<file path="src/hw/rtl/process_slot_table_top_macros.svh">
// ----------------------------------------------------------------------------
// process slot table assertion macros
// shared concurrent check forms, clocked on clk with reset rst_n
// ----------------------------------------------------------------------------
`ifndef PROCESS_SLOT_TABLE_TOP_MACROS_SVH
`define PROCESS_SLOT_TABLE_TOP_MACROS_SVH

// condition must hold in every cycle out of reset
`define PST_ASSERT_ALWAYS(lbl, cond) \
    lbl: assert property (@(posedge clk) disable iff (!rst_n) (cond)) \
        else $error("pst check failed: invariant");

// antecedent in one cycle implies consequent in the same cycle
`define PST_ASSERT_IMPL(lbl, pre, post) \
    lbl: assert property (@(posedge clk) disable iff (!rst_n) (pre) |-> (post)) \
        else $error("pst check failed: implication");

// antecedent in one cycle implies consequent in the next cycle
`define PST_ASSERT_NEXT(lbl, pre, post) \
    lbl: assert property (@(posedge clk) disable iff (!rst_n) (pre) |=> (post)) \
        else $error("pst check failed: next-cycle implication");

`endif

</file>
<file path="src/hw/rtl/pst_pkg.sv">
// ----------------------------------------------------------------------------
// pst_pkg
// types and codes shared by the process slot table cells and top level
// ----------------------------------------------------------------------------
package pst_pkg;

    localparam int PID_W = 8;
    localparam int CMD_W = 2;
    localparam int ST_W  = 2;

    localparam int PID_BASE = 3;

    localparam logic [CMD_W-1:0] CMD_INSERT = 2'd0;
    localparam logic [CMD_W-1:0] CMD_REMOVE = 2'd1;
    localparam logic [CMD_W-1:0] CMD_FIND   = 2'd2;

    localparam logic [ST_W-1:0] ST_OK   = 2'd0;
    localparam logic [ST_W-1:0] ST_FULL = 2'd1;
    localparam logic [ST_W-1:0] ST_NONE = 2'd2;

    // command beat as it travels down the row of cells
    typedef struct packed {
        logic             valid;
        logic [CMD_W-1:0] cmd;
        logic [PID_W-1:0] parent_id;
        logic [PID_W-1:0] target_id;
        logic             hit;
        logic [PID_W-1:0] proc_id;
        logic [PID_W-1:0] found_parent;
        logic             found_alive;
        logic             found_parent_alive;
    } slot_pkt_t;

    // remove commit broadcast to every cell
    typedef struct packed {
        logic             valid;
        logic [PID_W-1:0] target_id;
    } commit_t;

    typedef struct packed {
        logic [ST_W-1:0]  status;
        logic [PID_W-1:0] proc_id;
        logic [PID_W-1:0] found_parent;
        logic             found_alive;
        logic             found_parent_alive;
    } rsp_t;

endpackage

</file>
<file path="src/hw/rtl/pst_cell.sv">
// ----------------------------------------------------------------------------
// pst_cell
// one process slot: holds its state, serves the passing command beat and
// applies remove commits
// ----------------------------------------------------------------------------
module pst_cell
    import pst_pkg::*;
#(
    parameter int IDX = 0
)
(
    input  logic      clk,
    input  logic      rst_n,
    input  slot_pkt_t pkt_in,
    input  commit_t   commit,
    output slot_pkt_t pkt_out
);

    localparam logic [PID_W-1:0] MY_PID = PID_W'(IDX + PID_BASE);

    logic             used_reg, used_next;
    logic [PID_W-1:0] parent_reg, parent_next;
    logic             alive_reg, alive_next;
    logic             palive_reg, palive_next;
    slot_pkt_t        pkt_reg, pkt_next;
    logic             self_hit;

    assign self_hit = (pkt_in.target_id == MY_PID) && used_reg;

    always_comb
    begin
        pkt_next    = pkt_in;
        used_next   = used_reg;
        parent_next = parent_reg;
        alive_next  = alive_reg;
        palive_next = palive_reg;

        if (pkt_in.valid)
        begin
            unique case (pkt_in.cmd)
                CMD_INSERT:
                begin
                    // first free cell along the row claims the insert
                    if (!pkt_in.hit && !used_reg)
                    begin
                        used_next        = 1'b1;
                        parent_next      = pkt_in.parent_id;
                        alive_next       = 1'b1;
                        palive_next      = 1'b1;
                        pkt_next.hit     = 1'b1;
                        pkt_next.proc_id = MY_PID;
                    end
                end
                CMD_REMOVE:
                begin
                    if (self_hit)
                        pkt_next.hit = 1'b1;
                end
                CMD_FIND:
                begin
                    if (self_hit)
                    begin
                        pkt_next.hit                = 1'b1;
                        pkt_next.proc_id            = MY_PID;
                        pkt_next.found_parent       = parent_reg;
                        pkt_next.found_alive        = alive_reg;
                        pkt_next.found_parent_alive = palive_reg;
                    end
                end
                default:
                begin
                end
            endcase
        end

        if (commit.valid)
        begin
            // child pass first, then the removed process itself
            if (used_reg && (parent_reg == commit.target_id))
            begin
                if (alive_reg)
                    palive_next = 1'b0;
                else
                    used_next = 1'b0;
            end
            if ((commit.target_id == MY_PID) && used_next)
            begin
                if (palive_next)
                    alive_next = 1'b0;
                else
                    used_next = 1'b0;
            end
        end
    end

    always_ff @(posedge clk or negedge rst_n)
    begin
        if (!rst_n)
        begin
            used_reg <= 1'b0;
            pkt_reg  <= '0;
        end
        else
        begin
            used_reg <= used_next;
            pkt_reg  <= pkt_next;
        end
    end

    always_ff @(posedge clk)
    begin
        parent_reg <= parent_next;
        alive_reg  <= alive_next;
        palive_reg <= palive_next;
    end

    assign pkt_out = pkt_reg;

endmodule

</file>
<file path="src/hw/rtl/process_slot_table_top.sv">
// ----------------------------------------------------------------------------
// process_slot_table_top
// process slot table built as a row of slot cells walked by each command
// ----------------------------------------------------------------------------
//  channel | signals                                   | role
//  req     | req_valid/req_ready, cmd, parent_id,      | command beat in
//          | target_id                                 |
//  rsp     | rsp_valid/rsp_ready, status, proc_id,     | result beat out
//          | found_parent, found_alive, found_parent_alive |
//
//  a command walks the row one cell per cycle, then passes through the pending
//  stage into the result register; req_ready rises in the cycle the result
//  register is loaded, so a new beat is taken only once the previous result
//  has left the pending stage, never while it waits there on rsp_ready.
//  a remove is committed to all cells in the cycle the beat leaves the row.
//  reset empties the table at once, no clearing pass.
//  a stalled result holds in a pending stage, and req_ready stays low, while
//  the result register is still held by rsp.
// ----------------------------------------------------------------------------
`include "process_slot_table_top_macros.svh"

module process_slot_table_top
    import pst_pkg::*;
#(
    parameter int SLOTS = 32
)
(
    input  logic             clk,
    input  logic             rst_n,
    input  logic             req_valid,
    output logic             req_ready,
    input  logic [CMD_W-1:0] cmd,
    input  logic [PID_W-1:0] parent_id,
    input  logic [PID_W-1:0] target_id,
    output logic             rsp_valid,
    input  logic             rsp_ready,
    output logic [ST_W-1:0]  status,
    output logic [PID_W-1:0] proc_id,
    output logic [PID_W-1:0] found_parent,
    output logic             found_alive,
    output logic             found_parent_alive
);

    slot_pkt_t        chain [SLOTS+1];
    logic [SLOTS-1:0] chain_vld;
    commit_t          commit;
    slot_pkt_t        tail;

    logic busy_reg, busy_next;
    logic pend_valid_reg, pend_valid_next;
    rsp_t pend_reg, pend_next;
    logic rsp_valid_reg, rsp_valid_next;
    rsp_t rsp_reg, rsp_next;
    rsp_t result;
    logic pend_move;

    assign req_ready = !busy_reg;

    always_comb
    begin
        chain[0]           = '0;
        chain[0].valid     = req_valid && req_ready;
        chain[0].cmd       = cmd;
        chain[0].parent_id = parent_id;
        chain[0].target_id = target_id;
    end

    genvar g;
    generate
        for (g = 0; g < SLOTS; g++)
        begin : g_cell
            pst_cell #(
                .IDX (g)
            ) u_cell (
                .clk     (clk),
                .rst_n   (rst_n),
                .pkt_in  (chain[g]),
                .commit  (commit),
                .pkt_out (chain[g+1])
            );
            assign chain_vld[g] = chain[g+1].valid;
        end
    endgenerate

    assign tail = chain[SLOTS];

    assign commit.valid     = tail.valid && (tail.cmd == CMD_REMOVE) && tail.hit;
    assign commit.target_id = tail.target_id;

    always_comb
    begin
        result        = '0;
        result.status = ST_NONE;
        unique case (tail.cmd)
            CMD_INSERT:
            begin
                result.status  = tail.hit ? ST_OK : ST_FULL;
                result.proc_id = tail.hit ? tail.proc_id : '0;
            end
            CMD_REMOVE:
            begin
                result.status = tail.hit ? ST_OK : ST_NONE;
            end
            CMD_FIND:
            begin
                if (tail.hit)
                begin
                    result.status             = ST_OK;
                    result.proc_id            = tail.proc_id;
                    result.found_parent       = tail.found_parent;
                    result.found_alive        = tail.found_alive;
                    result.found_parent_alive = tail.found_parent_alive;
                end
            end
            default:
            begin
                result.status = ST_NONE;
            end
        endcase
    end

    assign pend_move = pend_valid_reg && (!rsp_valid_reg || rsp_ready);

    always_comb
    begin
        busy_next       = busy_reg;
        pend_valid_next = pend_valid_reg;
        pend_next       = pend_reg;
        rsp_valid_next  = rsp_valid_reg;
        rsp_next        = rsp_reg;

        if (rsp_valid_reg && rsp_ready)
            rsp_valid_next = 1'b0;

        if (pend_move)
        begin
            rsp_valid_next  = 1'b1;
            rsp_next        = pend_reg;
            pend_valid_next = 1'b0;
            busy_next       = 1'b0;
        end

        if (tail.valid)
        begin
            pend_valid_next = 1'b1;
            pend_next       = result;
        end

        if (chain[0].valid)
            busy_next = 1'b1;
    end

    always_ff @(posedge clk or negedge rst_n)
    begin
        if (!rst_n)
        begin
            busy_reg       <= 1'b0;
            pend_valid_reg <= 1'b0;
            rsp_valid_reg  <= 1'b0;
        end
        else
        begin
            busy_reg       <= busy_next;
            pend_valid_reg <= pend_valid_next;
            rsp_valid_reg  <= rsp_valid_next;
        end
    end

    always_ff @(posedge clk)
    begin
        pend_reg <= pend_next;
        rsp_reg  <= rsp_next;
    end

    assign rsp_valid          = rsp_valid_reg;
    assign status             = rsp_reg.status;
    assign proc_id            = rsp_reg.proc_id;
    assign found_parent       = rsp_reg.found_parent;
    assign found_alive        = rsp_reg.found_alive;
    assign found_parent_alive = rsp_reg.found_parent_alive;

    // only one command in flight along the row
    `PST_ASSERT_ALWAYS(a_one_beat_in_row, $onehot0({chain_vld, pend_valid_reg}))
    `PST_ASSERT_IMPL(a_commit_while_busy, commit.valid, busy_reg)
    `PST_ASSERT_NEXT(a_accept_sets_busy, req_valid && req_ready, busy_reg && !req_ready)
    `PST_ASSERT_IMPL(a_full_no_pid, rsp_valid && (status == ST_FULL), proc_id == '0)

endmodule

</file>
<file path="config.mk">
export PLATFORM = sky130hd
export DESIGN_NAME = process_slot_table_top
export DESIGN_NICKNAME = d
export VERILOG_FILES = /design/src/hw/rtl/pst_pkg.sv /design/src/hw/rtl/pst_cell.sv /design/src/hw/rtl/process_slot_table_top.sv
export VERILOG_INCLUDE_DIRS = /design/src /design/src/hw/rtl
export SDC_FILE = /design/constraint.sdc
export NUM_CORES = 2
export LEC_CHECK = 0
export BUFFER_PORTS_ARGS = -buffer_cell sky130_fd_sc_hd__buf_2
export CORE_ASPECT_RATIO = 0.7
export CORE_MARGIN = 4
export CORE_UTILIZATION = 57
export CTS_BUF_LIST = sky130_fd_sc_hd__clkbuf_8
export CTS_CLUSTER_SIZE = 28
export DETAILED_ROUTE_END_ITERATION = 6
export PLACE_DENSITY = 0.78
export SKIP_CTS_REPAIR_TIMING = 1
export SLEW_MARGIN = 20
export SYNTH_ARGS = -nofsm -noshare
export SYNTH_HDL_FRONTEND = slang
export SYNTH_SLANG_ARGS = --single-unit
export TNS_END_PERCENT = 1
</file>
<file path="constraint.sdc">
create_clock -name clk -period 5.4 [get_ports clk]
set_input_delay 1.08 -clock clk [delete_from_list [all_inputs] [get_ports clk]]
set_output_delay 1.08 -clock clk [all_outputs]
set_load 0.005 [all_outputs]
</file>
**Word level (Yosys, flattened, before mapping)**

Cells that the tools add are included.
W data, S select, Z words.

- Flip-flop bits (word level): 1603
- Bits of input ports: 22
- Output and inout port bits: 22
- Logic and storage cells: 1795

- Eq/ne operators: 162
- Muxes and demuxes: 938
- Bitwise gates (word level): 1
- Reduce and logical (&&, ||, !) cells: 266

Operators by type and width:

| operator | count |
|---|---|
| $mux W19 | 64 |
| $mux W1 | 741 |
| $pmux W8 S2 | 33 |
| $mux W10 | 32 |
| $mux W9 | 32 |
| $eq A8 B5 Y1 const B | 32 |
| $eq A8 B8 Y1 | 32 |
| $logic_and A1 B1 Y1 | 132 |
| $eq A8 B4 Y1 const B | 16 |
| $pmux W1 S3 | 32 |
| $reduce_and A3 Y1 | 32 |
| $eq A2 B1 Y1 const B | 33 |
| $eq A2 B2 Y1 const B | 33 |
| $logic_not A2 Y1 | 33 |
| $eq A8 B3 Y1 const B | 8 |
| $logic_not A1 Y1 | 64 |
| $eq A8 B6 Y1 const B | 6 |
| $mux W20 | 1 |
| $eq A8 B2 Y1 const B | 2 |
| $mux W8 | 1 |
| $pmux W2 S3 | 1 |
| $reduce_bool A2 Y1 | 3 |
| $mux W2 | 1 |
| $reduce_and A2 Y1 | 1 |
| other kinds (2) | 2 |

**Longest topological paths before layout**

- Depth in word-level cells: 11
- Depth in mapped cells: 7
- Mapped depth without buffers: 5

**Modules after synthesis**

From an unflattened synthesis, not the netlist that was laid out.

- Cells, all modules: 3560
- Area, all modules: 57152.3 um2

Modules (own cells, without submodules):

| module | instances | cells each | area an instance (um2) | seq. area each (um2) |
|---|---|---|---|---|
| pst_cell (g_cell[22].u_cell ...) | 2 | 106 | 1776.7 | 1256.2 |
| pst_cell (g_cell[14].u_cell ...) | 2 | 111 | 1755.4 | 1256.2 |
| pst_cell (g_cell[13].u_cell ...) | 2 | 111 | 1740.4 | 1256.2 |
| pst_cell (g_cell[0].u_cell) | 1 | 113 | 1769.2 | 1256.2 |
| pst_cell (g_cell[3].u_cell) | 1 | 111 | 1767.9 | 1256.2 |
| pst_cell (g_cell[15].u_cell) | 1 | 113 | 1764.2 | 1256.2 |
| pst_cell (g_cell[2].u_cell) | 1 | 112 | 1764.2 | 1256.2 |
| pst_cell (g_cell[17].u_cell) | 1 | 110 | 1754.2 | 1256.2 |
| pst_cell (g_cell[30].u_cell) | 1 | 112 | 1754.2 | 1256.2 |
| pst_cell (g_cell[5].u_cell) | 1 | 106 | 1746.7 | 1256.2 |
| pst_cell (g_cell[25].u_cell) | 1 | 105 | 1745.4 | 1256.2 |
| pst_cell (g_cell[1].u_cell) | 1 | 110 | 1740.4 | 1256.2 |
| pst_cell (g_cell[26].u_cell) | 1 | 105 | 1740.4 | 1256.2 |
| pst_cell (g_cell[19].u_cell) | 1 | 110 | 1737.9 | 1256.2 |
| 16 more rows | -- | -- | -- | -- |

**Worst setup path before layout**

Ideal clock, no wire load.

- Path kind: input to register
- Start point: input port cmd[0]
- End point: register g_cell[0].u_cell.parent_reg[0], enable pin
- Setup time: 0.376 ns
- Arrival time: 2.226 ns
- Path slack: 2.798 ns
- Stages: 2
- Path buffers: 0
- Cells stage by stage: or4b_2 nor2_1

- Word-level cells in the longest chain between the ends: 2

Ends and longest elaborated chain:

| item | RTL line | source |
|---|---|---|
| start: declaration | process_slot_table_top.sv:32 | `input logic [CMD_W-1:0] cmd,` |
| $logic_not A2 Y1 | pst_cell.sv:40 | `unique case (pkt_in.cmd)` |
| $reduce_and A3 Y1 (no line) | -- |  |
| end signal: assignment | pst_cell.sv:112 | `parent_reg <= parent_next;` |
| end: declaration | pst_cell.sv:22 | `logic [PID_W-1:0] parent_reg, parent_next;` |

No other way between the ends.
A chain may end at the register's enable or synchronous reset.

**Worst setup path in the final report**

- Start point: register g_cell[31].u_cell.pkt_reg, in the netlist g_cell[31].u_cell.pkt_out[37]
- End point: register g_cell[19].u_cell.used_reg

- Word-level cells in the longest chain between the ends: 3

Ends and longest elaborated chain:

| item | RTL line | source |
|---|---|---|
| start: declaration | pst_cell.sv:25 | `slot_pkt_t pkt_reg, pkt_next;` |
| start signal: assignment | pst_cell.sv:106 | `pkt_reg <= pkt_next;` |
| $logic_and A1 B1 Y1 (2 in a row) | process_slot_table_top.sv:87 | `assign commit.valid = tail.valid && (tail.cmd == CMD_REMOVE) && tail.hit;` |
| $mux W1 | pst_cell.sv:76 | `if (commit.valid)` |
| net g_cell[19].u_cell.used_next | pst_cell.sv:21 | `logic used_reg, used_next;` |
| end signal: assignment | pst_cell.sv:105 | `used_reg <= used_next;` |
| end: declaration | pst_cell.sv:21 |  |

The timed path passes the listed nets, and every way through them passes these cells.

==> flow_summary_export.csv <==
group,metric,value,unit
sta,fin_skew,0.0653,ns
route,wl_per_cell,22.7,um
logic_synthesis,yosysSeqAreaShare,74.3,%
clocking,htreeDepth,4,
global_routing,grt_pass1_vias,28729,
global_routing,grt_overflow,0,
place,gp_congestion,0.849,
floorplan,die_area,95400,sq um
cells_and_area,drive_gt1_share,21.2,%
sta,worst_pin_slew,1.09,ns
route,ant_nets,0,
route,drc,0,
global_routing,grt_pass1_wl,171000,um
setup_path,max_stage_delay,0.92,ns
clocking,cts_root_buf,"clkbuf_8",
route,drt_first_pass_iters,5,
sta,rsz0062_at_grt,"false",
setup_path,slowest_stage,"dfrtp_1",
logic_synthesis,ys_async_sr_fraction,76.0,%
setup_path,crit_chain,"and4b_2 > buf_4 > nand4_1 > o31a_1 > nor3b_1",
cells_and_area,largest_reg_flops,1094,
sta,min_period,3.04,ns
logic_synthesis,synth_top_cell_by_area,"dfrtp_1",
route,wl,109000,um
run,maxCapViolations,0,
clocking,numCtsBuffers,195,
clocking,clkLatencyLatePin,0.87,ns
logic_synthesis,yosysUniqueCellTypes,75,
setup_path,cp.required,6.14,ns
power,power.switching,0.00485,W
sta,setup_viol,0,
cells_and_area,nets,3461,
cells_and_area,most-common-layout-cells,"dfrtp_1 (1121), mux2_2 (310), edfxtp_1 (292)",
floorplan,rows,91,
setup_path,critPathKind,"register to register",
power,p_int,0.0162,W
cells_and_area,fin_util,64.7,%
cells_and_area,final_common_cell,"dfrtp_1",
place,hpwl,74500,um
power,comb_power_share,3.2,%
floorplan,design.core.area,88900,sq um
power,vdd_drop_max,0.000293,V
sta,fin_tns_setup,0,ns
logic_synthesis,synth_edf_count,292,
place,dp_slack,2.28,ns
setup_path,critPathMaxFanout,32,
logic_synthesis,synth_area_per_cell,15.9,sq um
logic_synthesis,synth_area,51600,sq um
floorplan,die_x,368,um
clocking,cts_buffer_depth,3,
setup_path,end_kind,"register",
floorplan,die_h,260,um
setup_path,cp-start-kind,"register",
route,vias,27488,
cells_and_area,syn_to_final_growth,11.5,%
power,p_leak,25.4,nW
worst_hold_path,hold_class,"primary input to async pin",
setup_path,arrival,3.78,ns
floorplan,initial_utilization,58.0,%
global_routing,grt.total_usage,23.5,%
logic_synthesis,syn_inst,3243,
cells_and_area,fillCellCount,5980,
power,p_per_area,366,nW/um^2
sta,period_share,56.4,%
route,drt-vias-per-instance,5.71,
route,drt_iter0_drc,2356,
place,dp_cells,4451,
sta,slew-limit-headroom,27.0,%
logic_synthesis,synthFlopType,"dfrtp_1",
cells_and_area,layoutNonFillerInstCount,4818,
global_routing,grt_max_degree,147,
power,seqPwrFrac,57.5,%
logic_synthesis,synth_top_area_share,54.8,%
floorplan,io_pins,44,
logic_synthesis,synth-seq-cells,1485,
power,clkPwrFrac,39.3,%
sta,slew_viol_final,0,
clocking,clkTransAtPathRegs,0.07,ns
sta,finalHoldViolCount,0,
run_status,status,"finished clean",
sta,setup_ws,2.36,ns
sta,fmax,0.329,GHz
place,port_buffers,41,
clocking,clock-sinks,1485,
power,swShare,23.0,%
global_routing,grt_antenna_before_repair,0,
logic_synthesis,yosys_warnings,0,
clocking,cts_tree,"built",
logic_synthesis,synth_area_leaders,"dfrtp_1 (55%), edfxtp_1 (17%), mux2_2 (6.8%)",
## synthesized netlist by cell type, types with 14 or more instances
master / count
nor3_1: 73
xor2_1: 19
a21o_1: 26
mux2_2: 310
o31ai_1: 23
nor2_1: 93
nand2b_1: 50
o32a_1: 20
nor4b_1: 27
nor2b_1: 48
nand4_1: 75
and2_1: 53
buf_2: 43
and3_1: 26
nand3b_1: 18
nor4_1: 33
inv_1: 31
o21ai_0: 22
dfrtp_1: 1129
or3_1: 61
clkbuf_1: 43
a31oi_1: 28
edfxtp_1: 292
nand2_1: 53
dfxtp_1: 64
xnor2_1: 266
a21oi_1: 33
o21bai_1: 14
nor3b_1: 23
nand3_1: 42
or2_2: 31
## layer usage
metal	global-route usage (%)	up-vias	share of wire, %
met5	0	-	0
met4	6.98	0	1.8
met3	5.62	152	7.8
met2	31.7	910	41
met1	37.8	14430	49
li1	-	11996	-
## worst paths after layout
path / slack [ns] / cells after the start / startpoint / endpoint
setup reg to reg: 2.36 / 5 / g_cell[31].u_cell.pkt_out[37] / g_cell[19].u_cell.used_reg
max in group asynchronous: 3.68 / 3 / rst_n / g_cell[10].u_cell.pkt_out[34]
hold / removal: 0.28 / 1 / rst_n / g_cell[20].u_cell.pkt_out[19]
hold reg to reg: 0.34 / 0 / g_cell[10].u_cell.pkt_out[34] / g_cell[11].u_cell.pkt_out[34]
min in group clk: 0.34 / 0 / g_cell[10].u_cell.pkt_out[34] / g_cell[11].u_cell.pkt_out[34]
setup / recovery: 2.36 / 5 / g_cell[31].u_cell.pkt_out[37] / g_cell[19].u_cell.used_reg
## critical path, delay by kind of cell (launching register included)
| kind | cells | cell delay (ns) |
|---|---|---|
| AND/OR/NAND/NOR | 3 | 1.16 |
| AO/OA/AOI/OAI | 1 | 0.32 |
| flip-flops | 1 | 0.92 |
| buffers and inverters | 1 | 0.49 |
## area by class of cell
class                      count  area, sq um  share of cell area, %
multi-input combinational   1630        12900                   22.4
inverter                      31          116                  0.202
timing repair buffer          96          741                   1.29
tap                         1209         1510                   2.63
clock buffer                 234         3220                   5.60
clock inverter               132          734                   1.28
sequential                  1485        38300                   66.6
antenna                        1         2.50                0.00435
## logic make-up (layout without fill, tap and decap cells)
kind of cell | count (synthesis) | count (layout) | synth area share, %
muxes | 315 | 315 | 6.87
buffers and inverters | 129 | 493 | 1.12
and+or+nand+nor | 789 | 789 | 9.51
xor gates and xnor gates | 285 | 285 | 4.84
AOI/OAI and AO/OA | 239 | 239 | 3.39
DFF | 1485 | 1485 | 74.3
other | 1 | 3 | 0.00727
## power by group through the flow
stage	sequential, W	combinational [W]	clock (W)
2_1_floorplan	0.0121	0.000370	0
4_1_cts	0.0121	0.000670	0.00842
3_3_place_gp	0.0123	0.000646	0
6_report	0.0121	0.000666	0.00828
3_5_place_dp	0.0123	0.000664	0
5_1_grt	0.0121	0.000741	0.00895
## through the flow
stage / instance area [sq um] / hold WS (ns) / power, W
2_1_floorplan: 51600 / 0.345 / 0.0125
3_3_place_gp: 53500 / 0.349 / 0.0129
3_5_place_dp: 53500 / 0.354 / 0.0130
4_1_cts: 57500 / 0.241 / 0.0212
5_1_grt: 57500 / 0.301 / 0.0218
6_report: 57500 / 0.282 / 0.0210
Note: power is estimated with default switching activity, not from simulation.
